### config.mk
export PLATFORM = sky130hd
export DESIGN_NAME = ghtc_fifo
export DESIGN_NICKNAME = d
export VERILOG_FILES = /design/src/sv/ghtc_pkg.sv /design/src/sv/ghtc_fifo.sv
export SDC_FILE = /design/constraint.sdc
export NUM_CORES = 1
export LEC_CHECK = 0
export BUFFER_PORTS_ARGS = -buffer_cell sky130_fd_sc_hd__buf_2
export CAP_MARGIN = 20
export CORE_AREA = 3 3 70 98
export CTS_BUF_LIST = sky130_fd_sc_hd__clkbuf_8 sky130_fd_sc_hd__clkbuf_16
export CTS_CLUSTER_SIZE = 8
export DETAILED_ROUTE_END_ITERATION = 6
export DIE_AREA = 0 0 73 101
export PLACE_DENSITY = 0.7
export SYNTH_ARGS = -nofsm -noshare
export SYNTH_HDL_FRONTEND = slang
export SYNTH_SLANG_ARGS = --single-unit
export TNS_END_PERCENT = 50
### constraint.sdc
create_clock -name aclk -period 2.9 [get_ports aclk]
set_input_delay 0 -clock aclk [delete_from_list [all_inputs] [get_ports aclk]]
set_output_delay 0 -clock aclk [all_outputs]
set_load 0.005 [all_outputs]
### src/sv/ghtc_pkg.sv
package ghtc_pkg;

    localparam int FRAME_TAIL_DEF = 10;
    localparam logic [7:0] HDR_BYTE = 8'h55;
    localparam logic [7:0] GYRO_TYPE = 8'h52;
    localparam logic [22:0] OUT_MAX = 23'h7f_ffff;
    localparam logic [31:0] ONE30 = 32'h4000_0000;
    localparam int CFG_IDX_W = 3;
    localparam int CFG_DATA_W = 32;
    localparam int OUT_W = 24;

    localparam logic [31:0] RATE_GAIN_RST = 32'd2621440;
    localparam logic [16:0] SMOOTH_GAIN_RST = 17'd65536;
    localparam logic [15:0] CURVE_RST = 16'd4096;
    localparam logic [15:0] HEAD_TARGET_RST = 16'd5120;
    localparam logic [15:0] VIEW_TARGET_RST = 16'd23040;

    typedef enum logic [CFG_IDX_W-1:0] {
        CFG_RATE_GAIN   = 3'd0,
        CFG_SMOOTH_GAIN = 3'd1,
        CFG_ROLL_CURVE  = 3'd2,
        CFG_YAW_CURVE   = 3'd3,
        CFG_HEAD_TARGET = 3'd4,
        CFG_VIEW_TARGET = 3'd5
    } cfg_idx_t;

    typedef struct packed {
        logic [31:0] rate_gain;
        logic [16:0] smooth_gain;
        logic [15:0] roll_curve;
        logic [15:0] yaw_curve;
        logic [15:0] head_target;
        logic [15:0] view_target;
    } cfg_t;

    typedef struct packed {
        logic signed [15:0] roll_rate;
        logic signed [15:0] yaw_rate;
        logic               recenter;
    } rate_req_t;

    typedef enum logic [3:0] {
        ST_IDLE,
        ST_LN_NORM,
        ST_LN_SQ,
        ST_LN_UPD,
        ST_INT_MUL,
        ST_INT_ADD,
        ST_SM_MUL,
        ST_SM_ADD,
        ST_MAP,
        ST_L_MUL,
        ST_L_UPD,
        ST_EX_MUL,
        ST_EX_UPD,
        ST_V_MUL,
        ST_V_SHIFT,
        ST_DONE
    } back_state_t;

    typedef logic [31:0] root_tab_t [16];

    function automatic logic signed [31:0] sat32(input logic signed [51:0] x);
        if (x > 52'sd2147483647) return 32'sh7fff_ffff;
        if (x < -52'sd2147483648) return 32'sh8000_0000;
        return x[31:0];
    endfunction

    function automatic logic [63:0] isqrt64(input logic [63:0] v_in);
        logic [63:0] v;
        logic [63:0] res;
        logic [63:0] b;
        v = v_in;
        res = '0;
        b = 64'h4000_0000_0000_0000;
        for (int i = 0; i < 32; i++) begin
            if (b > v) b = b >> 2;
        end
        for (int i = 0; i < 32; i++) begin
            if (b != 0) begin
                if (v >= res + b) begin
                    v = v - (res + b);
                    res = (res >> 1) + b;
                end else begin
                    res = res >> 1;
                end
                b = b >> 2;
            end
        end
        return res;
    endfunction

    // successive square roots of 2.0, Q2.30
    function automatic root_tab_t exp2_roots();
        root_tab_t tab;
        logic [63:0] root;
        root = 64'h8000_0000;
        for (int k = 0; k < 16; k++) begin
            root = isqrt64(root << 30);
            tab[k] = root[31:0];
        end
        return tab;
    endfunction

endpackage

### src/sv/ghtc_fifo.sv
module ghtc_fifo (
    input  logic                aclk,
    input  logic                aresetn,
    input  logic                push,
    input  ghtc_pkg::rate_req_t push_data,
    output logic                full,
    input  logic                pop,
    output logic                empty,
    output ghtc_pkg::rate_req_t pop_data
);
    import ghtc_pkg::*;

    rate_req_t   mem_reg [2];
    logic        wr_ptr_reg, wr_ptr_next;
    logic        rd_ptr_reg, rd_ptr_next;
    logic [1:0]  count_reg, count_next;

    assign full = count_reg == 2'd2;
    assign empty = count_reg == 2'd0;
    assign pop_data = mem_reg[rd_ptr_reg];

    always_comb begin
        wr_ptr_next = wr_ptr_reg;
        rd_ptr_next = rd_ptr_reg;
        count_next = count_reg;
        if (push && !full) begin
            wr_ptr_next = !wr_ptr_reg;
            count_next = count_next + 2'd1;
        end
        if (pop && !empty) begin
            rd_ptr_next = !rd_ptr_reg;
            count_next = count_next - 2'd1;
        end
    end

    always_ff @(posedge aclk) begin
        if (!aresetn) begin
            wr_ptr_reg <= 1'b0;
            rd_ptr_reg <= 1'b0;
            count_reg <= 2'd0;
        end else begin
            wr_ptr_reg <= wr_ptr_next;
            rd_ptr_reg <= rd_ptr_next;
            count_reg <= count_next;
        end
    end

    always_ff @(posedge aclk) begin
        if (push && !full) mem_reg[wr_ptr_reg] <= push_data;
    end

endmodule

==> metrics, run 1 <==
EDFF count, synth 66; WL/cell 14.5 um; share of layout cells above drive strength 1 49.4%; Die Y 101 um; vias in the first global route 1589; Seq/Total Area, Yosys 78.0%; top post-synthesis cells by count edfxtp_1 (66), mux2_2 (33), and2_1 (5), dfxtp_1 (5), buf_2 (4); clock buffer count from CTS 9; post-synthesis cell type with the largest combined area edfxtp_1; slew margin rel. 44.3%; number of remaining DRC errors 0; hpwl dp 3150 um; die extent in x 73 um; clock root cell clkbuf_8; Post-Syn Instances 134; min cycle time layout 2.08 ns; fin. max-slew vios 0; Net Sw Power 772 uW; antenna-violating nets left 0; core area 6170 sq um; Crit-path slowest cell nor2_4; Buf/Inv on CP 2; total of max-cap violations 0; Combinational Power Share 26.0%; Via Count 1543; status finished clean; initial antenna violation count 0; leak pwr 0.00141 uW; crit path max fanout 18; Reg clk slew, reported paths 0.08 ns; Critical Path, Cell by Cell inv_1 > ha_1 > nand2b_1 > nor2_4 > buf_4; VDD IR-drop max 0.425 mV; Final Hold Violating Endpoints 0; pin count of the biggest net entering global routing 20; CTS max path bufs 2; Yosys reg bits 71; Final Setup Violations 0; io pins 72; unrepaired setup endpoints after global routing false; Setup TNS 0 ns; switching share of power 25.8%; Post-Place Cells 277; delay-heaviest family, CP simple AND/OR/NAND/NOR gates; worst-case hold slack 0.202 ns; post-CTS sizing 0; FP Rows 34; PortBufs 71; Worst setup SP type flip-flop; drt total wl 4760 um; first-pass GRT wire length 7500 um; Synth Cell Area 2670 sq um; drt first-iter violations 60; Inserted Diodes 0; library cells used by synthesis 21; Final Skew 0.00947 ns; Syn Nets 173; CTS tree built; clock network power share 27.4%; routability cong. 0.868; Seq pwr share 46.6%; clk_lat worst skew 0.33 ns; Setup crit end kind flip-flop; Int Power 2220 uW; final core utilization 59.7%; # nets final 289; GRT Total Usage 13.8%; global route overflow 0; Synth Flop Type edfxtp_1; # fillers 465; Syn Area/Cell 19.9 sq um; Setup Crit Path Kind flip-flop to flip-flop; HP Class primary input to flip-flop; Non-Filler Instances 327; Synth top area share 74.3%; Worst Tran Pin Value 0.834 ns; ranking of synthesized cells by area edfxtp_1 (74%), mux2_2 (14%), dfxtp_1 (3.8%); H-tree depth 3; top-count cell post-synth edfxtp_1; Vias/cell 4.72; full die area 7370 sq um; max reg flops 66; period utilization 71.8%; Initial Util 43.2%; CP required 2.91 ns; FMAX 480 MHz; Post-synth ARST share 0%; CTS Sinks 71; YS warnings 0; CP max stage delay 0.44 ns; drt pass-1 iters 4; WP data arrival 2.09 ns; PwrDens 814 nW/um^2; area delta synth->final 37.9%
[repair_timing]
action | in CTS | in global routing
buffers inserted | 0 | 0
hold endpoints to repair | 71 | 0
hold buffers | 34 | 0
[routing by layer]
layer  GRT usage, %  vias to the layer above  wire length [um]
met5              0                        -                 0
met2           22.1                       50              2540
met1           16.5                      744              1900
met4           7.39                        0                77
met3           3.89                        7               241
li1               -                      742                 -
[kinds of logic after synthesis]
family          share of synthesized area [%]
buf+inv                                  1.45
compound gates                           1.08
simple gates                             3.57
flops                                    78.0
mux                                      13.9
xor+xnor                                0.985
fa+ha+maj                               0.938
[layout by cell type (no fill, tap or decap), types with 2 or more instances in the layout]
cell type	n
and2_1	5
buf_2	71
buf_4	5
bufinv_16	2
clkbuf_8	9
dfxtp_1	5
dlygate4sd3_1	34
edfxtp_1	66
ha_1	2
inv_1	3
mux2_2	33
nor2b_4	2
xnor2_1	2
[cell type report]
type | count | area, sq um | area share, %
Inverter | 2 | 7.51 | 0.204
Multi-Input combinational cell | 56 | 554 | 15.1
Sequential cell | 71 | 2080 | 56.6
Clock buffer | 9 | 124 | 3.37
Timing Repair Buffer | 110 | 733 | 19.9
Tap cell | 72 | 90.1 | 2.45
Clock inverter | 7 | 88.8 | 2.41
[power by group through the flow]
stage	sequential, uW	combinational [uW]	clock [uW]
2_1_floorplan	1370	501	0
3_3_place_gp	1410	743	0
3_5_place_dp	1420	752	0
4_1_cts	1400	792	844
5_1_grt	1420	856	890
6_report	1400	779	819
[worst reg2reg max path, stage by stage, from the launching register on]
cell and delay [ns]:
dfxtp_1 0.38, inv_1 0.09, ha_1 0.25, nand2b_1 0.25
nor2_4 0.44, buf_4 0.35
[metrics by stage]
stage	instance area (sq um)	total power (uW)	setup WS [ns]
6_report	3680	3000	0.818
5_1_grt	3680	3160	0.662
4_1_cts	3680	3040	0.777
3_5_place_dp	3130	2170	0.787
3_3_place_gp	3130	2160	0.864
2_1_floorplan	2670	1870	0.158
[path summary, 6_finish.rpt]
kind | startpoint | cells after the start | to | slack (ns)
min | pop | 4 | rd_ptr_reg | 0.20
max reg2reg | count_reg[0] | 5 | mem_reg[0][17] | 0.82
min reg2reg | count_reg[0] | 2 | count_reg[1] | 0.55
max | count_reg[0] | 5 | mem_reg[0][17] | 0.82
(Power assumes the default switching activity.)
==> inputs of run 2 (changes only) <==
==> constraint.sdc (replaced) <==
create_clock -name aclk -period 1.7 [get_ports aclk]
set_input_delay 0 -clock aclk [delete_from_list [all_inputs] [get_ports aclk]]
set_output_delay 0 -clock aclk [all_outputs]
set_load 0.005 [all_outputs]
==> metrics, run 2 (synthesis results as in run 1) <==
crit path max fanout 33; drt pass-1 iters 4; number of remaining DRC errors 0; HP Class primary input to flip-flop; Critical Path Source count_reg[0]; Net Sw Power 1320 uW; Seq pwr share 45.0%; leak pwr 0.00142 uW; min cycle time layout 1.49 ns; Via Count 1529; max reg flops 66; worst-case hold slack 0.146 ns; final instance area 3720 sq um; vias in the first global route 1623; CTS tree built; CTS max path bufs 2; fin. max-slew vios 0; share of layout cells above drive strength 1 51.4%; WL/cell 14.6 um; Die Y 101 um; VDD IR-drop max 0.878 mV; io pins 72; Inserted Diodes 0; post-CTS sizing 0; die extent in x 73 um; core area 6170 sq um; clk_lat worst skew 0.33 ns; PortBufs 71; first-pass GRT wire length 7510 um; routability cong. 0.814; Combinational Power Share 27.9%; global route overflow 0; status finished clean; WP data arrival 1.51 ns; clock root cell clkbuf_8; reg2reg start count_reg[0]; Worst setup SP type flip-flop; CP required 1.72 ns; FMAX 671 MHz; # nets final 289; initial antenna violation count 0; slew margin rel. 81.1%; Final Hold Violating Endpoints 0; Setup Crit Path Kind flip-flop to flip-flop; unrepaired setup endpoints after global routing false; Reg clk slew, reported paths 0.07 ns; H-tree depth 3; dpl ws 0.216 ns; Multi-input gate area 566 sq um; clock network power share 27.1%; full die area 7370 sq um; Setup TNS 0 ns; drt first-iter violations 83; total of max-cap violations 0; Power Total 5160 uW; switching share of power 25.6%; Buf/Inv on CP 2; final worst slack 0.209 ns; Worst Tran Pin Value 0.284 ns; commonest non-fill, non-tap cell in the layout buf_2; hpwl dp 3080 um; Hold Path Origin push; CP max stage delay 0.36 ns; clock buffer count from CTS 9; commonest cells after routing, fill and taps aside buf_2 (71), edfxtp_1 (66), dlygate4sd3_1 (34); # fillers 455; Final Skew 0.00689 ns; Initial Util 43.2%; Worst R2R Setup Slack 0.21 ns; drt total wl 4760 um; FP Rows 34; Setup crit end kind flip-flop; pin count of the biggest net entering global routing 34; delay-heaviest family, CP flip-flops; period utilization 87.7%; Vias/cell 4.68; antenna-violating nets left 0; GRT Total Usage 13.8%; Critical Path, Cell by Cell inv_1 > ha_2 > nor2b_4 > and2_2 > buf_12; CTS Sinks 71; Storage cell area 2080 sq um; Final Setup Violations 0; area delta synth->final 39.3%; Int Power 3840 uW; Crit-path slowest cell dfxtp_2; PwrDens 1390 nW/um^2; placed cell areas 3160 sq um
run 2: final cells by class:
cell class / count / area share [%]
flip-flops and latches: 71 / 56.1
repair buffers: 110 / 20.4
multi-input cells: 56 / 15.2
clock buffers: 9 / 3.33
well taps: 72 / 2.42
clock inverters: 7 / 2.36
inverters: 2 / 0.202
run 2: path summary, 6_finish.rpt:
| path | depth (start not counted) | to |
|---|---|---|
| setup reg to reg | 5 | mem_reg[1][27] |
| setup / recovery | 5 | mem_reg[1][27] |
| hold reg to reg | 2 | count_reg[1] |
| hold / removal | 4 | wr_ptr_reg |
run 2: worst min-delay path, delay by kind of cell:
kind	cells	cell delay (ns)
compound gates	1	0.10
simple gates	2	0.22
buf+inv	1	0.12
run 2: per-layer routing:
metal	share of wire, %	global-route usage (%)	wire (um)
met1	40	15.2	1920
met2	53	23.7	2530
met3	4.5	3.19	214
met4	2.2	7.95	103
met5	0	0	0
run 2: timing repair:
| action | 4_1_cts | 5_1_grt |
|---|---|---|
| hold buffers | 34 | 0 |
| hold endpoints to repair | 71 | 0 |
| buffers inserted | 0 | 0 |
run 2: power by group through the flow:
stage	registers [uW]	clock network [uW]	logic, uW
4_1_cts	2330	1440	1460
3_5_place_dp	2360	0	1390
3_3_place_gp	2350	0	1380
6_report	2320	1400	1440
5_1_grt	2350	1510	1580
2_1_floorplan	2340	0	878
run 2: per-stage QoR:
step,utilization (%),cells
2_1_floorplan,-,134
3_3_place_gp,51.3,277
3_5_place_dp,51.3,277
4_1_cts,60.2,327
5_1_grt,60.2,327
6_report,60.2,327
