## src/sv/ghtc_pkg.sv

```systemverilog
package ghtc_pkg;

    localparam int FRAME_TAIL_DEF = 10;
    localparam logic [7:0] HDR_BYTE = 8'h55;
    localparam logic [7:0] GYRO_TYPE = 8'h52;
    localparam logic [22:0] OUT_MAX = 23'h7f_ffff;
    localparam logic [31:0] ONE30 = 32'h4000_0000;
    localparam int CFG_IDX_W = 3;
    localparam int CFG_DATA_W = 32;
    localparam int OUT_W = 24;

    localparam logic [31:0] RATE_GAIN_RST = 32'd2621440;
    localparam logic [16:0] SMOOTH_GAIN_RST = 17'd65536;
    localparam logic [15:0] CURVE_RST = 16'd4096;
    localparam logic [15:0] HEAD_TARGET_RST = 16'd5120;
    localparam logic [15:0] VIEW_TARGET_RST = 16'd23040;

    typedef enum logic [CFG_IDX_W-1:0] {
        CFG_RATE_GAIN   = 3'd0,
        CFG_SMOOTH_GAIN = 3'd1,
        CFG_ROLL_CURVE  = 3'd2,
        CFG_YAW_CURVE   = 3'd3,
        CFG_HEAD_TARGET = 3'd4,
        CFG_VIEW_TARGET = 3'd5
    } cfg_idx_t;

    typedef struct packed {
        logic [31:0] rate_gain;
        logic [16:0] smooth_gain;
        logic [15:0] roll_curve;
        logic [15:0] yaw_curve;
        logic [15:0] head_target;
        logic [15:0] view_target;
    } cfg_t;

    typedef struct packed {
        logic signed [15:0] roll_rate;
        logic signed [15:0] yaw_rate;
        logic               recenter;
    } rate_req_t;

    typedef enum logic [3:0] {
        ST_IDLE,
        ST_LN_NORM,
        ST_LN_SQ,
        ST_LN_UPD,
        ST_INT_MUL,
        ST_INT_ADD,
        ST_SM_MUL,
        ST_SM_ADD,
        ST_MAP,
        ST_L_MUL,
        ST_L_UPD,
        ST_EX_MUL,
        ST_EX_UPD,
        ST_V_MUL,
        ST_V_SHIFT,
        ST_DONE
    } back_state_t;

    typedef logic [31:0] root_tab_t [16];

    function automatic logic signed [31:0] sat32(input logic signed [51:0] x);
        if (x > 52'sd2147483647) return 32'sh7fff_ffff;
        if (x < -52'sd2147483648) return 32'sh8000_0000;
        return x[31:0];
    endfunction

    function automatic logic [63:0] isqrt64(input logic [63:0] v_in);
        logic [63:0] v;
        logic [63:0] res;
        logic [63:0] b;
        v = v_in;
        res = '0;
        b = 64'h4000_0000_0000_0000;
        for (int i = 0; i < 32; i++) begin
            if (b > v) b = b >> 2;
        end
        for (int i = 0; i < 32; i++) begin
            if (b != 0) begin
                if (v >= res + b) begin
                    v = v - (res + b);
                    res = (res >> 1) + b;
                end else begin
                    res = res >> 1;
                end
                b = b >> 2;
            end
        end
        return res;
    endfunction

    // successive square roots of 2.0, Q2.30
    function automatic root_tab_t exp2_roots();
        root_tab_t tab;
        logic [63:0] root;
        root = 64'h8000_0000;
        for (int k = 0; k < 16; k++) begin
            root = isqrt64(root << 30);
            tab[k] = root[31:0];
        end
        return tab;
    endfunction

endpackage

```

## src/sv/ghtc_back.sv

```systemverilog
module ghtc_back (
    input  logic                       aclk,
    input  logic                       aresetn,
    input  ghtc_pkg::cfg_t             cfg,
    input  logic                       q_empty,
    input  ghtc_pkg::rate_req_t        q_data,
    output logic                       q_pop,
    output logic                       m_tvalid,
    input  logic                       m_tready,
    output logic [2*ghtc_pkg::OUT_W-1:0] m_tdata
);
    import ghtc_pkg::*;

    localparam root_tab_t ROOTS = exp2_roots();

    back_state_t        state_reg, state_next;
    logic               ch_reg, ch_next;
    logic               lg_sel_reg, lg_sel_next;
    logic [3:0]         cnt_reg, cnt_next;
    logic signed [15:0] rate_reg [2];
    logic signed [15:0] rate_next [2];
    logic               rc_reg, rc_next;
    logic signed [31:0] angle_reg [2];
    logic signed [31:0] angle_next [2];
    logic signed [31:0] smooth_reg [2];
    logic signed [31:0] smooth_next [2];
    logic [20:0]        lh_reg, lh_next;
    logic [31:0]        lv_reg, lv_next;
    logic [4:0]         lp_reg, lp_next;
    logic [30:0]        lm_reg, lm_next;
    logic [15:0]        lfr_reg, lfr_next;
    logic signed [12:0] eint_reg, eint_next;
    logic [15:0]        efrac_reg, efrac_next;
    logic [31:0]        r_reg, r_next;
    logic [22:0]        mag_reg [2];
    logic [22:0]        mag_next [2];
    logic               out_valid_reg, out_valid_next;
    logic [2*OUT_W-1:0] out_data_reg, out_data_next;
    logic signed [33:0] mul_a, mul_b;
    logic signed [67:0] prod_reg;

    logic [15:0]        curve;
    logic [19:0]        view_v;
    logic signed [32:0] diff;
    logic signed [22:0] lval;
    logic signed [31:0] s_cur;
    logic [31:0]        abs_s;

    assign curve = ch_reg ? cfg.yaw_curve : cfg.roll_curve;
    assign view_v = {cfg.view_target, 4'b0};
    assign diff = 33'(angle_reg[ch_reg]) - 33'(smooth_reg[ch_reg]);
    assign lval = $signed({2'b0, lp_reg, lfr_reg}) - $signed({2'b0, lh_reg}) - 23'sd786432;
    assign s_cur = smooth_reg[ch_reg];
    assign abs_s = s_cur[31] ? 32'(-33'(s_cur)) : s_cur;

    assign q_pop = (state_reg == ST_IDLE) && !q_empty;
    assign m_tvalid = out_valid_reg;
    assign m_tdata = out_data_reg;

    always_comb begin
        mul_a = '0;
        mul_b = '0;
        unique case (state_reg)
            ST_INT_MUL: begin
                mul_a = 34'(rate_reg[ch_reg]);
                mul_b = $signed({2'b0, cfg.rate_gain});
            end
            ST_SM_MUL: begin
                mul_a = 34'(diff);
                mul_b = $signed({17'b0, cfg.smooth_gain});
            end
            ST_LN_SQ: begin
                mul_a = $signed({3'b0, lm_reg});
                mul_b = $signed({3'b0, lm_reg});
            end
            ST_L_MUL: begin
                mul_a = 34'(lval);
                mul_b = $signed({18'b0, curve});
            end
            ST_EX_MUL: begin
                mul_a = $signed({2'b0, r_reg});
                mul_b = $signed({2'b0, ROOTS[cnt_reg]});
            end
            ST_V_MUL: begin
                mul_a = $signed({14'b0, view_v});
                mul_b = $signed({2'b0, r_reg});
            end
            default: begin
                mul_a = '0;
                mul_b = '0;
            end
        endcase
    end

    always_ff @(posedge aclk) begin
        prod_reg <= mul_a * mul_b;
    end

    always_comb begin
        logic [31:0]        sq;
        logic signed [51:0] rnd;
        logic signed [51:0] sum;
        logic [50:0]        vm;
        logic signed [13:0] sh;
        logic [13:0]        nsh;
        logic [73:0]        wide;
        logic [50:0]        shr;
        logic [23:0]        res0, res1;

        state_next = state_reg;
        ch_next = ch_reg;
        lg_sel_next = lg_sel_reg;
        cnt_next = cnt_reg;
        rate_next = rate_reg;
        rc_next = rc_reg;
        angle_next = angle_reg;
        smooth_next = smooth_reg;
        lh_next = lh_reg;
        lv_next = lv_reg;
        lp_next = lp_reg;
        lm_next = lm_reg;
        lfr_next = lfr_reg;
        eint_next = eint_reg;
        efrac_next = efrac_reg;
        r_next = r_reg;
        mag_next = mag_reg;
        out_valid_next = out_valid_reg && !m_tready;
        out_data_next = out_data_reg;

        sq = prod_reg[61:30];
        rnd = '0;
        sum = '0;
        vm = prod_reg[50:0];
        sh = 14'(eint_reg) - 14'sd30;
        nsh = 14'(-sh);
        wide = 74'(vm) << sh[4:0];
        shr = vm >> nsh[5:0];
        res0 = smooth_reg[0][31] ? {1'b0, mag_reg[0]} : 24'(-$signed({1'b0, mag_reg[0]}));
        res1 = smooth_reg[1][31] ? {1'b0, mag_reg[1]} : 24'(-$signed({1'b0, mag_reg[1]}));

        unique case (state_reg)
            ST_IDLE: begin
                if (!q_empty) begin
                    rate_next[0] = q_data.roll_rate;
                    rate_next[1] = q_data.yaw_rate;
                    rc_next = q_data.recenter;
                    lv_next = (cfg.head_target == '0) ? 32'd1 : {16'b0, cfg.head_target};
                    lp_next = 5'd31;
                    lg_sel_next = 1'b0;
                    state_next = ST_LN_NORM;
                end
            end
            ST_LN_NORM: begin
                if (lv_reg[31]) begin
                    lm_next = lv_reg[31:1];
                    lfr_next = '0;
                    cnt_next = '0;
                    state_next = ST_LN_SQ;
                end else begin
                    lv_next = lv_reg << 1;
                    lp_next = lp_reg - 5'd1;
                end
            end
            ST_LN_SQ: state_next = ST_LN_UPD;
            ST_LN_UPD: begin
                if (sq[31]) begin
                    lm_next = sq[31:1];
                    lfr_next = {lfr_reg[14:0], 1'b1};
                end else begin
                    lm_next = sq[30:0];
                    lfr_next = {lfr_reg[14:0], 1'b0};
                end
                cnt_next = cnt_reg + 4'd1;
                if (cnt_reg == 4'd15) begin
                    if (!lg_sel_reg) begin
                        lh_next = {lp_reg, lfr_next};
                        ch_next = 1'b0;
                        state_next = ST_INT_MUL;
                    end else begin
                        state_next = ST_L_MUL;
                    end
                end else begin
                    state_next = ST_LN_SQ;
                end
            end
            ST_INT_MUL: state_next = ST_INT_ADD;
            ST_INT_ADD: begin
                rnd = prod_reg[51:0] + 52'sd2048;
                sum = 52'(angle_reg[ch_reg]) + (rnd >>> 12);
                angle_next[ch_reg] = sat32(sum);
                if (!ch_reg) begin
                    ch_next = 1'b1;
                    state_next = ST_INT_MUL;
                end else begin
                    if (rc_reg) begin
                        angle_next[0] = '0;
                        angle_next[1] = '0;
                        rc_next = 1'b0;
                    end
                    ch_next = 1'b0;
                    state_next = ST_SM_MUL;
                end
            end
            ST_SM_MUL: state_next = ST_SM_ADD;
            ST_SM_ADD: begin
                rnd = prod_reg[51:0] + 52'sd32768;
                sum = 52'(smooth_reg[ch_reg]) + (rnd >>> 16);
                smooth_next[ch_reg] = sat32(sum);
                state_next = ST_MAP;
            end
            ST_MAP: begin
                if (curve == '0) begin
                    mag_next[ch_reg] = 23'(view_v);
                    state_next = ST_DONE;
                end else if (abs_s == '0) begin
                    mag_next[ch_reg] = '0;
                    state_next = ST_DONE;
                end else begin
                    lv_next = abs_s;
                    lp_next = 5'd31;
                    lg_sel_next = 1'b1;
                    state_next = ST_LN_NORM;
                end
                if (state_next == ST_DONE && !ch_reg) begin
                    ch_next = 1'b1;
                    state_next = ST_SM_MUL;
                end
            end
            ST_L_MUL: state_next = ST_L_UPD;
            ST_L_UPD: begin
                eint_next = prod_reg[40:28];
                efrac_next = prod_reg[27:12];
                r_next = ONE30;
                cnt_next = '0;
                state_next = ST_EX_MUL;
            end
            ST_EX_MUL: state_next = ST_EX_UPD;
            ST_EX_UPD: begin
                if (efrac_reg[15]) r_next = sq;
                efrac_next = {efrac_reg[14:0], 1'b0};
                cnt_next = cnt_reg + 4'd1;
                state_next = (cnt_reg == 4'd15) ? ST_V_MUL : ST_EX_MUL;
            end
            ST_V_MUL: state_next = ST_V_SHIFT;
            ST_V_SHIFT: begin
                if (vm == '0) begin
                    mag_next[ch_reg] = '0;
                end else if (!sh[13]) begin
                    if (sh > 14'sd23) mag_next[ch_reg] = OUT_MAX;
                    else if (wide > 74'(OUT_MAX)) mag_next[ch_reg] = OUT_MAX;
                    else mag_next[ch_reg] = wide[22:0];
                end else begin
                    if (nsh >= 14'd51) mag_next[ch_reg] = '0;
                    else if (shr > 51'(OUT_MAX)) mag_next[ch_reg] = OUT_MAX;
                    else mag_next[ch_reg] = shr[22:0];
                end
                if (!ch_reg) begin
                    ch_next = 1'b1;
                    state_next = ST_SM_MUL;
                end else begin
                    state_next = ST_DONE;
                end
            end
            ST_DONE: begin
                if (!out_valid_reg || m_tready) begin
                    out_valid_next = 1'b1;
                    out_data_next = {res1, res0};
                    state_next = ST_IDLE;
                end
            end
            default: state_next = ST_IDLE;
        endcase
    end

    always_ff @(posedge aclk) begin
        if (!aresetn) begin
            state_reg <= ST_IDLE;
            out_valid_reg <= 1'b0;
            angle_reg[0] <= '0;
            angle_reg[1] <= '0;
            smooth_reg[0] <= '0;
            smooth_reg[1] <= '0;
            ch_reg <= 1'b0;
        end else begin
            state_reg <= state_next;
            out_valid_reg <= out_valid_next;
            angle_reg <= angle_next;
            smooth_reg <= smooth_next;
            ch_reg <= ch_next;
        end
    end

    always_ff @(posedge aclk) begin
        lg_sel_reg <= lg_sel_next;
        cnt_reg <= cnt_next;
        rate_reg <= rate_next;
        rc_reg <= rc_next;
        lh_reg <= lh_next;
        lv_reg <= lv_next;
        lp_reg <= lp_next;
        lm_reg <= lm_next;
        lfr_reg <= lfr_next;
        eint_reg <= eint_next;
        efrac_reg <= efrac_next;
        r_reg <= r_next;
        mag_reg <= mag_next;
        out_data_reg <= out_data_next;
    end

endmodule

```

## config.mk

```make
export PLATFORM = sky130hd
export DESIGN_NAME = ghtc_back
export DESIGN_NICKNAME = d
export VERILOG_FILES = /design/src/sv/ghtc_pkg.sv /design/src/sv/ghtc_back.sv
export SDC_FILE = /design/constraint.sdc
export NUM_CORES = 2
export LEC_CHECK = 0
export ABC_CLOCK_PERIOD_IN_PS = 16800
export BUFFER_PORTS_ARGS = -buffer_cell sky130_fd_sc_hd__buf_2
export CORE_ASPECT_RATIO = 2
export CORE_UTILIZATION = 38
export CTS_BUF_LIST = sky130_fd_sc_hd__clkbuf_4
export DETAILED_ROUTE_END_ITERATION = 8
export SYNTH_ARGS = -nofsm -noshare
export SYNTH_HDL_FRONTEND = slang
export SYNTH_SLANG_ARGS = --single-unit
export TNS_END_PERCENT = 100
```

## constraint.sdc

```tcl
create_clock -name aclk -period 16.8 [get_ports aclk]
set_input_delay 0.84 -clock aclk [delete_from_list [all_inputs] [get_ports aclk]]
set_output_delay 0.84 -clock aclk [all_outputs]
set_load 0.01 [all_outputs]
```

==> metrics.md <==
| Metric | Value |
|---|---|
| RePlAce Congestion | `between 1 and 1.5` |
| Die Span X | `roughly 310 um` |
| Critical path's slowest cell | `a221oi_1` |
| Vias | `64050` |
| Final Net Count | `between 9000 and 10000` |
| Routed length per instance | `between 20 and 30 um` |
| Die Area | `about 0.19 sq mm` |
| Final non-filler cell total | `around 11000` |
| Clk sinks | `between 400 and 500` |
| Yosys cell types | `approximately 110` |
| Crit Path Max Fanout | `~140` |
| Starting Density | `a little under two fifths` |
| Synth Area in XOR/XNOR | `approximately 4.4%` |
| Number of H-tree levels | `3` |
| Cell mode on critical path | `fa_1` |
| IO Pins | `200` |
| Final worst path period share | `around 86%` |
| Post-DP HPWL | `between 200000 and 250000 um` |
| Layout cells sized above 1 | `between 10 and 15%` |
| Initial antenna violation count | `29` |
| Yosys Warn Count | `0` |
| WP buf/inv | `7` |
| FF-to-FF Start | `ch_reg$_SDFFE_PN0P_` |
| CTS Buf Count | `between 100 and 150` |
| Core ar. | `between 0.15 and 0.2 sq mm` |
| Clock skew | `0.06862 ns` |
| Result of the run | `finished with violations` |
| Reg2Reg Depth | `around 40` |
| FILL cells | `approximately 19000` |
| Top delay family on crit path | `compound AO/OA/AOI/OAI gates` |
| Crit end category | `register` |
| Hold_sp | `q_data[2]` |
| IO Port Bufs | `199` |
| PwrDens | `34.62 mW/mm^2` |
| Final hold violations | `0` |
| First drt pass iteration count | `9` |
| RSZ-0062 raised after global routing | `false` |
| DRC Markers | `10` |
| Post-CTS sizing | `0` |
| Number of routed nets with antenna violations | `0` |
| Seq/Total Area, Yosys | `approximately 18%` |
| Least-Margin Pin Slew | `1.362 ns` |
| Ys async rst share | `0%` |
| Post-synthesis compound-gate area fraction | `between 10% and 20%` |
| Main combinational cell family by area after synthesis | `adder cells` |
| Critical Path Source Type | `register` |
| Grt total ovfl | `0` |
| Cells on Worst Hold Path | `1` |
| WHS Endpoint | `rate_reg[1]$_DFFE_PP_` |
| Via-to-Cell Ratio | `~5.9` |
| Arrival time of the worst setup path | `between 15 and 20 ns` |
| Die Y | `just over 600 um` |
| Required time of the critical path | `about 18 ns` |
| Most used DFF post-synth | `edfxtp_1` |
| Worst R2R End | `prod_reg[42]$_DFF_P_` |
| Synthesized area | `0.07285 sq mm` |
| Root Buffer | `clkbuf_4` |
| Pin count of the biggest net entering global routing | `approximately 140` |
| Fmax | `0.06953 GHz` |
| Failing checks | `design-rule violations` |
| Mux share of post-synthesis cell area | `4.859%` |
| Adder-cell share of the synthesized area | `35.21%` |
| Gr usage total | `between 30% and 40%` |
| Hold WC Path Type | `input pin to register` |
| Fin crit period | `14.38 ns` |
| Area grow syn2layout | `8.232%` |
| Post-Route WL | `~310000 um` |
| Clock-pin slew on the worst setup and hold paths | `roughly 0.08 ns` |
| Lkg Pwr | `around 0.035 uW` |
| Setup bufs post-CTS | `0` |
| Final core occ | `about two fifths` |
| Worst slew margin | `between 8 and 9%` |
| Post-Syn Instances | `8257` |
| Pre-CTS setup slack | `2.442 ns` |
| Simple-Gate Fraction of Synth Area | `between 10% and 20%` |
| Slew Viols, Final | `0` |
| Final Setup Violations | `0` |
| Crit path largest cell delay | `between 0.9 and 1 ns` |
| Vias in the first global route | `67920` |
| Setup CP Type | `register to register` |
| Sum of negative setup slack | `0 ns` |
| Most common cell after layout, fill and taps aside | `inv_1` |
| Clk buf depth | `3` |
| Initial drt markers | `around 5800` |
| EDFF count, synth | `around 300` |
| Cells after DPL | `10690` |
| Syn Nets | `between 9000 and 10000` |
| FF-to-FF setup slack | `2.42 ns` |
| Row count | `between 200 and 250` |
| Final worst slack | `2.417 ns` |
| Most frequent cells in the layout | `1231 x inv_1, 1208 x nand2_1, 1074 x fa_1, 585 x nor2_1, 387 x a21oi_1` |
| Max IR drop VDD | `around 0.047 mV` |
| Max cap viols | `0` |
| Yosys reg bits | `494` |
| CTS tree | `built` |
| Skew-Pair Late Insertion Delay | `~1.0 ns` |
| Syn_area_per_cell | `8.823 sq um` |
| First-pass GRT wire length | `~450000 um` |
## layout make-up
cell class	instances	area, sq um	area share (%)
antenna	11	27.53	0.03491
clock inverter	51	292.8	0.3713
multi-input combinational	6041	53780	68.21
tap	2519	3152	3.997
inverter	1234	4632	5.875
timing repair buffer	426	2785	3.532
sequential	494	12880	16.33
clock buffer	173	1299	1.647
## cell usage after synthesis, drive strengths merged, types with 40 or more instances
cell | instances | area share, %
mux4 | 60 | 1.9
fa | 1074 | 30
and2 | 156 | 1.3
nor2b | 71 | 0.61
xnor2 | 230 | 2.8
a22oi | 57 | 0.59
nand4 | 51 | 0.44
a21oi | 391 | 2.7
o21a | 40 | 0.41
a211oi | 51 | 0.53
nand3 | 112 | 0.77
o221ai | 62 | 0.75
nor3 | 93 | 0.67
nand2b | 46 | 0.41
xor2 | 128 | 1.5
nor4 | 49 | 0.48
ha | 331 | 5.7
o21ai | 361 | 2.5
buf | 104 | 0.76
nor2 | 592 | 3.1
nand2 | 1211 | 6.2
mux2i | 150 | 2.1
clkbuf | 384 | 2.0
and3 | 66 | 0.57
a31oi | 51 | 0.45
inv | 1234 | 6.4
o21bai | 42 | 0.43
dfxtp | 196 | 5.4
a21o | 86 | 0.89
edfxtp | 298 | 12
mux2 | 60 | 0.93
## stage by stage
step	hold slack (ns)	area (sq um)	total power (uW)
after floorplan	0.4064	72850	1498
after global placement	0.4334	76930	1658
after detailed placement	0.4448	76940	1660
after CTS	0.09000	78820	2739
after global routing	0.1505	78830	2811
final	0.1650	78850	2729
## report_power, final
group          leakage [uW]  switching, uW  total (uW)  internal [uW]
combinational        0.0297            222         299           77.1
sequential          0.00441           28.1        1350           1320
clock              0.000942            569        1080            511
total                0.0351            819        2730           1910
## metal layers
| layer | track usage (%) | wire, um | vias up |
|---|---|---|---|
| met1 | 32.20 | 98440 | 32370 |
| met3 | 6.120 | 22460 | 1197 |
| met5 | 0 | 122 | - |
| met2 | 55.11 | 154000 | 3141 |
| met4 | 30.72 | 36160 | 22 |
| li1 | - | - | 27320 |
## logic make-up after synthesis
logic type	after synthesis
AO/OA/AOI/OAI	1450
XOR/XNOR	359
adder cells (fa/ha/maj)	1406
buffers and inverters	1722
flip-flops	494
multiplexers	270
AND/OR/NAND/NOR	2556
## worst max path at each step
stage	from	endpoint	slack, ns	cells after the start
global route	ch_reg$_SDFFE_PN0P_	prod_reg[42]$_DFF_P_	2.01	41
floorplan	ch_reg$_SDFFE_PN0P_	prod_reg[61]$_DFF_P_	3.97	53
detailed placement	ch_reg$_SDFFE_PN0P_	prod_reg[42]$_DFF_P_	2.44	41
finish	ch_reg$_SDFFE_PN0P_	prod_reg[42]$_DFF_P_	2.42	41
global placement	ch_reg$_SDFFE_PN0P_	prod_reg[42]$_DFF_P_	2.44	41
CTS	ch_reg$_SDFFE_PN0P_	prod_reg[42]$_DFF_P_	2.32	41
## repair_timing
item,CTS,global route
setup endpoints to repair,0,0
hold buffers,29,0
hold endpoints to repair,29,0
(Power assumes the default switching activity.)
