--- src/sv/ghtc_pkg.sv ---
package ghtc_pkg;

    localparam int FRAME_TAIL_DEF = 10;
    localparam logic [7:0] HDR_BYTE = 8'h55;
    localparam logic [7:0] GYRO_TYPE = 8'h52;
    localparam logic [22:0] OUT_MAX = 23'h7f_ffff;
    localparam logic [31:0] ONE30 = 32'h4000_0000;
    localparam int CFG_IDX_W = 3;
    localparam int CFG_DATA_W = 32;
    localparam int OUT_W = 24;

    localparam logic [31:0] RATE_GAIN_RST = 32'd2621440;
    localparam logic [16:0] SMOOTH_GAIN_RST = 17'd65536;
    localparam logic [15:0] CURVE_RST = 16'd4096;
    localparam logic [15:0] HEAD_TARGET_RST = 16'd5120;
    localparam logic [15:0] VIEW_TARGET_RST = 16'd23040;

    typedef enum logic [CFG_IDX_W-1:0] {
        CFG_RATE_GAIN   = 3'd0,
        CFG_SMOOTH_GAIN = 3'd1,
        CFG_ROLL_CURVE  = 3'd2,
        CFG_YAW_CURVE   = 3'd3,
        CFG_HEAD_TARGET = 3'd4,
        CFG_VIEW_TARGET = 3'd5
    } cfg_idx_t;

    typedef struct packed {
        logic [31:0] rate_gain;
        logic [16:0] smooth_gain;
        logic [15:0] roll_curve;
        logic [15:0] yaw_curve;
        logic [15:0] head_target;
        logic [15:0] view_target;
    } cfg_t;

    typedef struct packed {
        logic signed [15:0] roll_rate;
        logic signed [15:0] yaw_rate;
        logic               recenter;
    } rate_req_t;

    typedef enum logic [3:0] {
        ST_IDLE,
        ST_LN_NORM,
        ST_LN_SQ,
        ST_LN_UPD,
        ST_INT_MUL,
        ST_INT_ADD,
        ST_SM_MUL,
        ST_SM_ADD,
        ST_MAP,
        ST_L_MUL,
        ST_L_UPD,
        ST_EX_MUL,
        ST_EX_UPD,
        ST_V_MUL,
        ST_V_SHIFT,
        ST_DONE
    } back_state_t;

    typedef logic [31:0] root_tab_t [16];

    function automatic logic signed [31:0] sat32(input logic signed [51:0] x);
        if (x > 52'sd2147483647) return 32'sh7fff_ffff;
        if (x < -52'sd2147483648) return 32'sh8000_0000;
        return x[31:0];
    endfunction

    function automatic logic [63:0] isqrt64(input logic [63:0] v_in);
        logic [63:0] v;
        logic [63:0] res;
        logic [63:0] b;
        v = v_in;
        res = '0;
        b = 64'h4000_0000_0000_0000;
        for (int i = 0; i < 32; i++) begin
            if (b > v) b = b >> 2;
        end
        for (int i = 0; i < 32; i++) begin
            if (b != 0) begin
                if (v >= res + b) begin
                    v = v - (res + b);
                    res = (res >> 1) + b;
                end else begin
                    res = res >> 1;
                end
                b = b >> 2;
            end
        end
        return res;
    endfunction

    // successive square roots of 2.0, Q2.30
    function automatic root_tab_t exp2_roots();
        root_tab_t tab;
        logic [63:0] root;
        root = 64'h8000_0000;
        for (int k = 0; k < 16; k++) begin
            root = isqrt64(root << 30);
            tab[k] = root[31:0];
        end
        return tab;
    endfunction

endpackage

--- src/sv/ghtc_front.sv ---
module ghtc_front #(
    parameter int FRAME_TAIL = ghtc_pkg::FRAME_TAIL_DEF
) (
    input  logic                  aclk,
    input  logic                  aresetn,
    input  logic                  s_tvalid,
    output logic                  s_tready,
    input  logic [7:0]            s_tdata,
    input  logic [0:0]            s_tuser,
    input  logic                  q_full,
    output logic                  q_push,
    output ghtc_pkg::rate_req_t   q_req
);
    import ghtc_pkg::*;

    localparam int POS_W = $clog2(FRAME_TAIL + 1);
    localparam int IDX_W = $clog2(FRAME_TAIL);

    logic [POS_W-1:0] pos_reg, pos_next;
    logic             pend_reg, pend_next;
    logic [7:0]       bytes_reg [FRAME_TAIL];
    logic [POS_W-1:0] idx_full;
    logic             accept;
    logic             store;

    assign s_tready = !q_full;
    assign accept = s_tvalid && s_tready;
    assign idx_full = pos_reg - POS_W'(1);

    assign q_req.roll_rate = {bytes_reg[2], bytes_reg[1]};
    assign q_req.yaw_rate = {bytes_reg[6], bytes_reg[5]};
    assign q_req.recenter = pend_reg;

    always_comb begin
        pos_next = pos_reg;
        pend_next = pend_reg;
        q_push = 1'b0;
        store = 1'b0;
        if (accept) begin
            if (s_tuser[0]) begin
                pend_next = 1'b1;
            end else if (pos_reg == '0) begin
                if (s_tdata == HDR_BYTE) pos_next = POS_W'(1);
            end else begin
                store = 1'b1;
                if (pos_reg == POS_W'(FRAME_TAIL)) begin
                    pos_next = '0;
                    if (bytes_reg[0] == GYRO_TYPE) begin
                        q_push = 1'b1;
                        pend_next = 1'b0;
                    end
                end else begin
                    pos_next = pos_reg + POS_W'(1);
                end
            end
        end
    end

    always_ff @(posedge aclk) begin
        if (!aresetn) begin
            pos_reg <= '0;
            pend_reg <= 1'b1;
        end else begin
            pos_reg <= pos_next;
            pend_reg <= pend_next;
        end
    end

    always_ff @(posedge aclk) begin
        if (store) bytes_reg[idx_full[IDX_W-1:0]] <= s_tdata;
    end

endmodule

--- config.mk ---
export PLATFORM = sky130hd
export DESIGN_NAME = ghtc_front
export DESIGN_NICKNAME = d
export VERILOG_FILES = /design/src/sv/ghtc_pkg.sv /design/src/sv/ghtc_front.sv
export SDC_FILE = /design/constraint.sdc
export NUM_CORES = 1
export LEC_CHECK = 0
export BUFFER_PORTS_ARGS = -buffer_cell sky130_fd_sc_hd__buf_2
export CAP_MARGIN = 20
export CORE_ASPECT_RATIO = 1.4
export CORE_MARGIN = 1.5
export CORE_UTILIZATION = 50
export DETAILED_ROUTE_END_ITERATION = 10
export GPL_TIMING_DRIVEN = 0
export PLACE_DENSITY = 0.78
export REMOVE_ABC_BUFFERS = 1
export SETUP_SLACK_MARGIN = 0.5
export SLEW_MARGIN = 5
export SYNTH_ARGS = -nofsm -noshare
export SYNTH_HDL_FRONTEND = slang
export SYNTH_SLANG_ARGS = --single-unit
--- constraint.sdc ---
create_clock -name aclk -period 4.8 [get_ports aclk]
set_input_delay 0.72 -clock aclk [delete_from_list [all_inputs] [get_ports aclk]]
set_output_delay 0.72 -clock aclk [all_outputs]
set_load 0.03 [all_outputs]
==> results by group, run 1 <==
Status
  – Status: finished clean

Power
  – Total power: 0.000648 W
  – LEAKAGE: 0.711 nW
  – Pwr Density: 330 mW/mm2
  – VDD IR-drop max: 0.254 mV

Critical path
  – Critical path peak fanout: 5
  – Largest stage delay on the critical path: 370 ps
  – CP most frequent cell: buf_2
  – Slowest cell on crit path: nand4bb_2
  – Worst Path Arrival: 1740 ps
  – Startpoint types: primary input
  – CP endpoint kind: primary output
  – Critical path class: in -> out
  – Worst EP required: 4080 ps
  – Critical Path, Cell by Cell: buf_2 -> nand4bb_2 -> nor3_2 -> buf_2

Global routing
  – Largest net degree at the start of global routing: 14
  – Met3 usage: 5.17%
  – Most Crowded Layer GR: met2
  – First-pass GRT wire length: 4800 um
  – Grt total ovfl: 0
  – Initial antenna violation count: 0
  – Met1 usage: 20.5%
  – Vias in the first global route: 972
  – Gr usage total: 19.4%
  – GR Util met2: 33.0%

Finish
  – Final nets: 157
  – Fin util: 64.0%
  – Layout cells sized above 1: 43.1%
  – Area Overhead vs Synth: 23.6%
  – Commonest cells after routing, fill and taps aside: 49 x buf_2, 40 x edfxtp_1, 5 x clkbuf_8, 5 x dfxtp_1, 4 x a21oi_1
  – FILL cells: 235
  – Number of diodes: 0
  – Most common cell after layout, fill and taps aside: buf_2
  – Max FFs per register: 40

Die
  – Die ar.: 0.00352 mm2
  – Core Rows: 24
  – # IOs: 48
  – Core ar.: 0.00306 mm2
  – Initial core utilization: 51.8%
  – Height of the die: 69.7 um
  – Die extent in x: 50.6 um

Clocking
  – Post_cts resized: 0
  – CTS sink count: 45
  – Root Driver: clkbuf_8
  – Clock buffer count from CTS: 5
  – Clock Latency Late Sink: 290 ps
  – Clk slew on worst S/H paths: 80 ps
  – Maximum clock path buffer count: 2
  – H-tree Lvls: 2
  – Setup bufs post-CTS: 0
  – CTS Hold Buffers Added: 0
  – TritonCTS clock tree: yes

Timing
  – Worst slew pin tran: 897 ps
  – Crit share post-route: 51.3%
  – Fin. Hold Viols: 0
  – Peak Freq: 406 MHz
  – Final setup violation count: 0
  – Max-slew violations: 0
  – RSZ-0062 raised after global routing: no
  – Fin Clk Skew: 6.48 ps
  – Slew margin rel.: 39.6%
  – Fin crit period: 2460 ps
  – Hold WS: 548 ps
  – Setup tns final: 0 ps

Worst hold path
  – Min-delay worst type: reg -> reg

Yosys
  – Syn. warnings: 0
  – Post-Syn Area: 0.00159 mm2
  – #FFs+latches synth: 45
  – Post-synth top area share: 75.7%
  – Area leader, netlist: edfxtp_1
  – Synth unique cells: 29
  – Sequential share of the synthesized area: 82.0%
  – Average size of a mapped cell: 17.8 um2
  – Cells after synthesis: 89
  – Ranking of synthesized cells by area: edfxtp_1 76%, dfxtp_1 6.3%, nor4_1 1.6%

Drt
  – Detail Route Antenna Nets: 0
  – Via count: 972
  – Final wirelength: 3040 um
  – DRT iter0 DRCs: 47
  – Pre-antenna DRT Iters: 4
  – DR DRC count: 0
  – Routed WL per cell: 16.6 um
  – DR vias/cell: 5.31

Placement
  – GP Congestion: 0.755
  – Port Buffers: 47
  – Dpl hpwl: 2240 um

Flow run
  – Max Cap Viol: 0
worst paths after layout:
path,start,endpoint,slack [ps],cells past startpoint
max,q_full,q_push,2340,4
min,pend_reg,pend_reg,550,2
max reg2reg,pos_reg[1],bytes_reg[2][4],2690,3
min reg2reg,pend_reg,pend_reg,550,2
cell families after synthesis:
group / count (synthesis) / synth area share (%)
flops: 45 / 82.0
simple gates: 26 / 11.4
xor+xnor: 1 / 0.552
buf+inv: 6 / 2.21
compound gates: 11 / 3.86
power breakdown:
part	switching, W	total [W]	internal (W)
logic	0.00000912	0.0000152	0.00000610
clock network	0.000109	0.000208	0.0000980
registers	0.0000000260	0.000425	0.000425
total	0.000119	0.000648	0.000529
through the flow:
step           setup slack (ps)  area [um2]  cells
6_report                   2340        1960    183
5_1_grt                    2250        1960    183
4_1_cts                    2320        1960    183
3_5_place_dp               2160        1880    176
3_3_place_gp               1750        1850    172
2_1_floorplan              2390        1560     86
worst max-delay path, delay by kind of cell:
kind | cells | cell delay (ps)
and+or+nand+nor | 2 | 670
buffers and inverters | 2 | 360
Yosys cell counts (all sizes together):
master    n
nor3      2
nand3     3
nand3b    1
or3       1
nor4      4
or3b      1
nor2      4
nand2b    1
a21oi     4
nand4     1
nor3b     1
a32oi     1
buf       3
and3      1
inv       3
o21ai     4
a31oi     2
edfxtp   40
dfxtp     5
xnor2     1
nand4bb   3
nand2     2
nor4bb    1
per-layer routing:
layer,routed length (um),vias to the layer above
met4,111,0
met2,1700,41
met1,1080,466
met3,144,10
met5,0,-
li1,-,455
final cells by class:
cell class | instances | area [um2] | area share (%)
sequential | 45 | 1300 | 66.4
multi-input combinational | 38 | 263 | 13.4
timing repair buffer | 51 | 260 | 13.3
clock buffer | 6 | 72.6 | 3.70
tap | 39 | 48.8 | 2.49
inverter | 3 | 11.3 | 0.574
clock inverter | 1 | 3.75 | 0.191
Note: power is estimated with default switching activity, not from simulation.
==> inputs of run 2 (changes only) <==
--- a/config.mk
+++ b/config.mk
@@ -9,10 +9,10 @@
 export CAP_MARGIN = 20
 export CORE_ASPECT_RATIO = 1.4
 export CORE_MARGIN = 1.5
-export CORE_UTILIZATION = 50
+export CORE_UTILIZATION = 49
 export DETAILED_ROUTE_END_ITERATION = 10
 export GPL_TIMING_DRIVEN = 0
-export PLACE_DENSITY = 0.78
+export PLACE_DENSITY = 0.77
 export REMOVE_ABC_BUFFERS = 1
 export SETUP_SLACK_MARGIN = 0.5
 export SLEW_MARGIN = 5
==> constraint.sdc (replaced) <==
create_clock -name aclk -period 2.5 [get_ports aclk]
set_input_delay 0.375 -clock aclk [delete_from_list [all_inputs] [get_ports aclk]]
set_output_delay 0.375 -clock aclk [all_outputs]
set_load 0.03 [all_outputs]
==> results by group, run 2 (same netlist as run 1, synthesis figures left out) <==
Timing
  – Peak Freq: 520 MHz
  – Worst slew pin tran: 687 ps (was 897 ps)
  – Fin crit period: 1920 ps
  – Max-slew violations: 0 (unchanged)
  – Fin Clk Skew: 7.86 ps (was 6.48 ps)
  – Hold WS: 275 ps (was 548 ps)
  – Slew margin rel.: 53.8% (was 39.6%)
  – Crit share post-route: 77.0%
  – Fin. Hold Viols: 0 (unchanged)
  – RSZ-0062 raised after global routing: yes (was no)
  – Setup tns final: 0 ps (unchanged)
  – Final setup violation count: 0 (unchanged)

Finish
  – FILL cells: 238 (was 235)
  – Commonest cells after routing, fill and taps aside: 48 x buf_2, 40 x edfxtp_1, 5 x clkbuf_8, 5 x dfxtp_1, 4 x a21oi_1 (was 49 x buf_2, 40 x edfxtp_1, 5 x clkbuf_8, 5 x dfxtp_1, 4 x a21oi_1)
  – Finished Cell Area: 0.00201 mm2 (was 0.00196 mm2)
  – Layout cells sized above 1: 45.5% (was 43.1%)
  – Number of diodes: 0 (unchanged)
  – Finished Layout Cells: 184 (was 183)
  – Final nets: 157 (unchanged)
  – Max FFs per register: 40 (unchanged)
  – Area Overhead vs Synth: 26.5% (was 23.6%)
  – Most common cell after layout, fill and taps aside: buf_2 (unchanged)

Die
  – Core Rows: 24 (unchanged)
  – Die ar.: 0.00359 mm2 (was 0.00352 mm2)
  – Core ar.: 0.00309 mm2 (was 0.00306 mm2)
  – Initial core utilization: 51.3% (was 51.8%)
  – Height of the die: 70.3 um (was 69.7 um)
  – # IOs: 48 (unchanged)
  – Die extent in x: 51.1 um (was 50.6 um)

Power
  – Pint: 0.00112 W (was 0.000529 W)
  – Seq pwr share: 59.6% (was 65.6%)
  – Switching component of the power: 0.000244 W (was 0.000119 W)
  – VDD IR-drop max: 0.534 mV (was 0.254 mV)
  – Pwr Density: 682 mW/mm2 (was 330 mW/mm2)
  – Clock share of power: 38.2% (was 32.0%)
  – Sw frac: 17.9% (was 18.3%)
  – Combinational Power Share: 2.2% (was 2.4%)
  – LEAKAGE: 0.728 nW (was 0.711 nW)

Clocking
  – Maximum clock path buffer count: 2 (unchanged)
  – Setup bufs post-CTS: 0 (unchanged)
  – H-tree Lvls: 2 (unchanged)
  – Root Driver: clkbuf_8 (unchanged)
  – Clk slew on worst S/H paths: 80 ps (about the same)
  – Clock buffer count from CTS: 5 (unchanged)
  – CTS sink count: 45 (unchanged)
  – CTS Hold Buffers Added: 0 (unchanged)
  – Clock Latency Late Sink: 300 ps (was 290 ps)
  – TritonCTS clock tree: yes (unchanged)

Critical path
  – CP endpoint kind: primary output (unchanged)
  – Worst Setup SP: bytes_reg[0][5] (was q_full)
  – CP endpoint: q_push (unchanged)
  – Worst Path Arrival: 1550 ps (was 1740 ps)
  – WP buf/inv: 1 (was 2)
  – Critical register-to-register path endpoint: bytes_reg[1][7] (was bytes_reg[2][4])
  – Worst R2R Path Depth: 3 (unchanged)
  – Critical Path, Cell by Cell: nor4bb_2 -> nand4_1 -> nor3_2 -> buf_4 (was buf_2 -> nand4bb_2 -> nor3_2 -> buf_2)
  – Startpoint types: register (was primary input)
  – Critical path peak fanout: 2 (was 5)
  – Worst EP required: 2120 ps (was 4080 ps)
  – Largest stage delay on the critical path: 400 ps (was 370 ps)
  – Critical path class: reg -> out (was in -> out)
  – Slowest cell on crit path: edfxtp_1 (was nand4bb_2)
  – Top Family by Delay on Critical Path: simple AND/OR/NAND/NOR gates (unchanged)
  – Worst r2r src: pos_reg[1] (unchanged)
  – Flop2flop setup slack: 600 ps (was 2690 ps)
  – Crit. path cell count: 4 (unchanged)

Placement
  – Port Buffers: 47 (unchanged)
  – Area after DPL: 0.00188 mm2 (unchanged)
  – Dpl hpwl: 2180 um (was 2240 um)
  – Placed Instances: 176 (unchanged)
  – GP Congestion: 0.750 (was 0.755)

Flow run
  – Max Cap Viol: 0 (unchanged)

Global routing
  – Gr usage total: 18.9% (was 19.4%)
  – Largest net degree at the start of global routing: 15 (was 14)
  – GR Util met2: 30.7% (was 33.0%)
  – Met1 usage: 20.2% (was 20.5%)
  – Initial antenna violation count: 0 (unchanged)
  – First-pass GRT wire length: 4570 um (was 4800 um)
  – Vias in the first global route: 929 (was 972)
  – Grt total ovfl: 0 (unchanged)
  – Met3 usage: 7.69% (was 5.17%)
  – Most Crowded Layer GR: met2 (unchanged)

Drt
  – Detail Route Antenna Nets: 0 (unchanged)
  – Routed WL per cell: 16.2 um (was 16.6 um)
  – Via count: 949 (was 972)
  – DRT iter0 DRCs: 46 (was 47)
  – Pre-antenna DRT Iters: 4 (unchanged)
  – Final wirelength: 2990 um (was 3040 um)
  – DR vias/cell: 5.16 (was 5.31)
  – DR DRC count: 0 (unchanged)

Worst hold path
  – Min-delay worst type: in -> reg (was reg -> reg)

Status
  – Status: finished clean (unchanged)
## run 2: cell count changes in the layout (fill, tap and decap cells not counted), sizes merged
| cell | delta |
|---|---|
| bufinv | +1 |
## run 2: what timing repair did
item                                    CTS  global route
hold endpoints to repair                  0             0
endpoints found under the setup margin    5            10
pin swaps                                 0             2
gates resized for setup                   2             1
## run 2: through the flow
stage	util, %	setup WS, ps	power, W
after floorplan	-	439	0.000842
after global placement	59.7	-216	0.000860
after detailed placement	60.9	237	0.000863
after CTS	64.7	509	0.00138
after global routing	64.9	459	0.00141
final	64.9	576	0.00137
## run 2: worst reg2reg max path, stage by stage, from the launching register on
cell and delay, ps:
dfxtp_1 480, nand4bb_2 260, nor4_2 580, buf_2 290
## run 2: power groups by stage
stage / Clock, W / Combinational, W / Sequential (W)
global placement: 0 / 0.0000275 / 0.000833
detailed placement: 0 / 0.0000298 / 0.000833
global route: 0.000564 / 0.0000330 / 0.000816
CTS: 0.000531 / 0.0000300 / 0.000816
floorplan: 0 / 0.00000849 / 0.000833
finish: 0.000522 / 0.0000301 / 0.000816
## run 2: metal layers
layer | share of wire (%) | vias to the layer above
met5 | 0 | -
li1 | - | 457
met1 | 36 | 445
met3 | 6.2 | 7
met4 | 2.5 | 0
met2 | 55 | 40
## run 2: cell type report
type / count / area (um2) / area share, %
flip-flops and latches: 45 / 1300 / 64.8
multi-input cells: 38 / 275 / 13.7
repair buffers: 51 / 263 / 13.1
clock buffers: 6 / 72.6 / 3.62
well taps: 39 / 48.8 / 2.43
clock inverters: 2 / 35.0 / 1.75
inverters: 3 / 11.3 / 0.561
## run 2: worst min-delay path by stage
stage          slack (ps)  endpoint      from  depth (start not counted)
6_report              280  pend_reg   aresetn                          2
5_1_grt               270  pend_reg   aresetn                          2
4_1_cts               270  pend_reg   aresetn                          2
3_5_place_dp          520  pend_reg  pend_reg                          2
3_3_place_gp          490  pend_reg  pend_reg                          2
2_1_floorplan         450  pend_reg   aresetn                          1
==> inputs of run 3 (changes only) <==
--- a/config.mk
+++ b/config.mk
@@ -9,10 +9,10 @@
 export CAP_MARGIN = 20
 export CORE_ASPECT_RATIO = 1.4
 export CORE_MARGIN = 1.5
-export CORE_UTILIZATION = 49
+export CORE_UTILIZATION = 45
 export DETAILED_ROUTE_END_ITERATION = 10
 export GPL_TIMING_DRIVEN = 0
-export PLACE_DENSITY = 0.77
+export PLACE_DENSITY = 0.74
 export REMOVE_ABC_BUFFERS = 1
 export SETUP_SLACK_MARGIN = 0.5
 export SLEW_MARGIN = 5
==> constraint.sdc (replaced) <==
create_clock -name aclk -period 1.6 [get_ports aclk]
set_input_delay 0.24 -clock aclk [delete_from_list [all_inputs] [get_ports aclk]]
set_output_delay 0.24 -clock aclk [all_outputs]
set_load 0.03 [all_outputs]
==> results by group, run 3 (same netlist as run 1, synthesis figures left out) <==
Drt
  – Final wirelength: 3580 um (was 2990 um)
  – DRT iter0 DRCs: 75 (was 46)
  – DR vias/cell: 5.44 (was 5.16)
  – Via count: 1071 (was 949)
  – DR DRC count: 0 (unchanged)
  – Routed WL per cell: 18.2 um (was 16.2 um)
  – Pre-antenna DRT Iters: 4 (unchanged)
  – Detail Route Antenna Nets: 0 (unchanged)

Timing
  – Fin crit period: 1900 ps
  – Final worst slack: -299 ps (was 576 ps)
  – Peak Freq: 527 MHz
  – Fin. Hold Viols: 0 (unchanged)
  – Max-slew violations: 0 (unchanged)
  – Fin Clk Skew: 9.30 ps (was 7.86 ps)
  – Final setup violation count: 5 (was 0)
  – RSZ-0062 raised after global routing: yes (unchanged)
  – Worst slew pin tran: 454 ps (was 687 ps)
  – Slew margin rel.: 69.4% (was 53.8%)
  – Crit share post-route: 119%
  – Setup tns final: -306 ps (was 0 ps)

Flow run
  – Max Cap Viol: 0 (unchanged)

Global routing
  – Gr usage total: 19.2% (was 18.9%)
  – First-pass GRT wire length: 5080 um (was 4570 um)
  – Vias in the first global route: 968 (was 929)
  – Largest net degree at the start of global routing: 13 (was 15)
  – Initial antenna violation count: 0 (unchanged)
  – Grt total ovfl: 0 (unchanged)

Status
  – Failing checks: setup timing
  – Status: complete, but fails checks (was finished clean)

Die
  – Die ar.: 0.00390 mm2 (was 0.00359 mm2)
  – Core Rows: 25 (was 24)
  – Die extent in x: 53.2 um (was 51.1 um)
  – Initial core utilization: 47.0% (was 51.3%)
  – Height of the die: 73.3 um (was 70.3 um)
  – Core ar.: 0.00338 mm2 (was 0.00309 mm2)
  – # IOs: 48 (unchanged)

Power
  – Switching component of the power: 0.000358 W (was 0.000244 W)
  – Pint: 0.00158 W (was 0.00112 W)
  – Clock share of power: 31.8% (was 38.2%)
  – Seq pwr share: 65.4% (was 59.6%)
  – Combinational Power Share: 2.8% (was 2.2%)
  – VDD IR-drop max: 0.778 mV (was 0.534 mV)
  – LEAKAGE: 0.822 nW (was 0.728 nW)
  – Pwr Density: 852 mW/mm2 (was 682 mW/mm2)
  – Sw frac: 18.4% (was 17.9%)

Critical path
  – Worst Path Arrival: 1660 ps (was 1550 ps)
  – Critical path peak fanout: 2 (unchanged)
  – CP endpoint kind: primary output (unchanged)
  – Worst EP required: 1360 ps (was 2120 ps)
  – Critical path class: reg -> out (unchanged)
  – Startpoint types: register (unchanged)

Finish
  – Commonest cells after routing, fill and taps aside: 40 x edfxtp_1, 27 x buf_2, 21 x buf_4 (was 48 x buf_2, 40 x edfxtp_1, 5 x clkbuf_8, 5 x dfxtp_1, 4 x a21oi_1)
  – Area Overhead vs Synth: 43.6% (was 26.5%)
  – Final nets: 170 (was 157)
  – Layout cells sized above 1: 56.1% (was 45.5%)
  – FILL cells: 222 (was 238)
  – Number of diodes: 0 (unchanged)
  – Most common cell after layout, fill and taps aside: edfxtp_1 (was buf_2)
  – Max FFs per register: 40 (unchanged)

Clocking
  – Clock Latency Late Sink: 290 ps (was 300 ps)
  – CTS sink count: 45 (unchanged)
  – Clock buffer count from CTS: 5 (unchanged)
  – Clk slew on worst S/H paths: 80 ps (about the same)
  – TritonCTS clock tree: yes (unchanged)
  – H-tree Lvls: 2 (unchanged)
  – Maximum clock path buffer count: 2 (unchanged)
  – Root Driver: clkbuf_8 (unchanged)

Placement
  – Port Buffers: 47 (unchanged)
  – Dpl hpwl: 2120 um (was 2180 um)
  – GP Congestion: 0.699 (was 0.750)
  – Worst slack at placement: -401 ps (was 237 ps)

Worst hold path
  – Min-delay worst type: in -> reg (unchanged)
[run 3: final timing paths]
path | from | end | slack, ps | depth (start not counted)
max | bytes_reg[0][5] | q_push | -300 | 4
min | aresetn | pend_reg | 160 | 2
max reg2reg | pos_reg[1] | bytes_reg[5][6] | 0 | 4
min reg2reg | pos_reg[2] | pos_reg[3] | 570 | 2
[run 3: power by group through the flow]
stage / Sequential (W) / Combinational, W / Clock (W)
detailed placement: 0.00130 / 0.0000461 / 0
CTS: 0.00127 / 0.0000494 / 0.000635
global placement: 0.00130 / 0.0000430 / 0
finish: 0.00127 / 0.0000535 / 0.000619
floorplan: 0.00130 / 0.0000133 / 0
global route: 0.00127 / 0.0000583 / 0.000685
[run 3: metrics by stage]
step	instances	hold slack (ps)	utilization, %	cell area, um2	power [W]
after global placement	173	451	54.7	1850	0.00134
after CTS	192	149	62.5	2110	0.00195
final	197	159	67.4	2280	0.00194
after global routing	197	156	67.4	2280	0.00201
after floorplan	86	320	-	1560	0.00132
after detailed placement	177	473	55.9	1890	0.00135
[run 3: layout make-up]
cell class                      count  area (um2)  area share (%)
Clock buffer                        6        72.6            3.19
Clock inverter                      1        3.75           0.165
Inverter                            3        11.3           0.494
Multi-Input combinational cell     38         350            15.4
Sequential cell                    45        1310            57.7
Tap cell                           40        50.0            2.20
Timing Repair Buffer               64         477            20.9
[run 3: per-layer routing]
metal  routed length, um  share of wire (%)  global-route usage (%)  vias to the layer above
li1                    -                  -                       -                      484
met1                1200                 34                    21.9                      511
met2                2040                 57                    33.9                       61
met3                 195                5.4                    4.88                       15
met4                 145                4.0                    7.41                        0
met5                   0                  0                       0                        -
[run 3: what timing repair did]
action,CTS,global route
gates resized for setup,23,58
buffers inserted,8,5
pin swaps,6,4
hold buffers,0,0
setup endpoints to repair,45,65
[run 3: critical path: stages (launching register included)]
cell	delay (ps)
edfxtp_1	380
nor4bb_2	360
nand4_1	170
nor3_2	250
buf_4	220
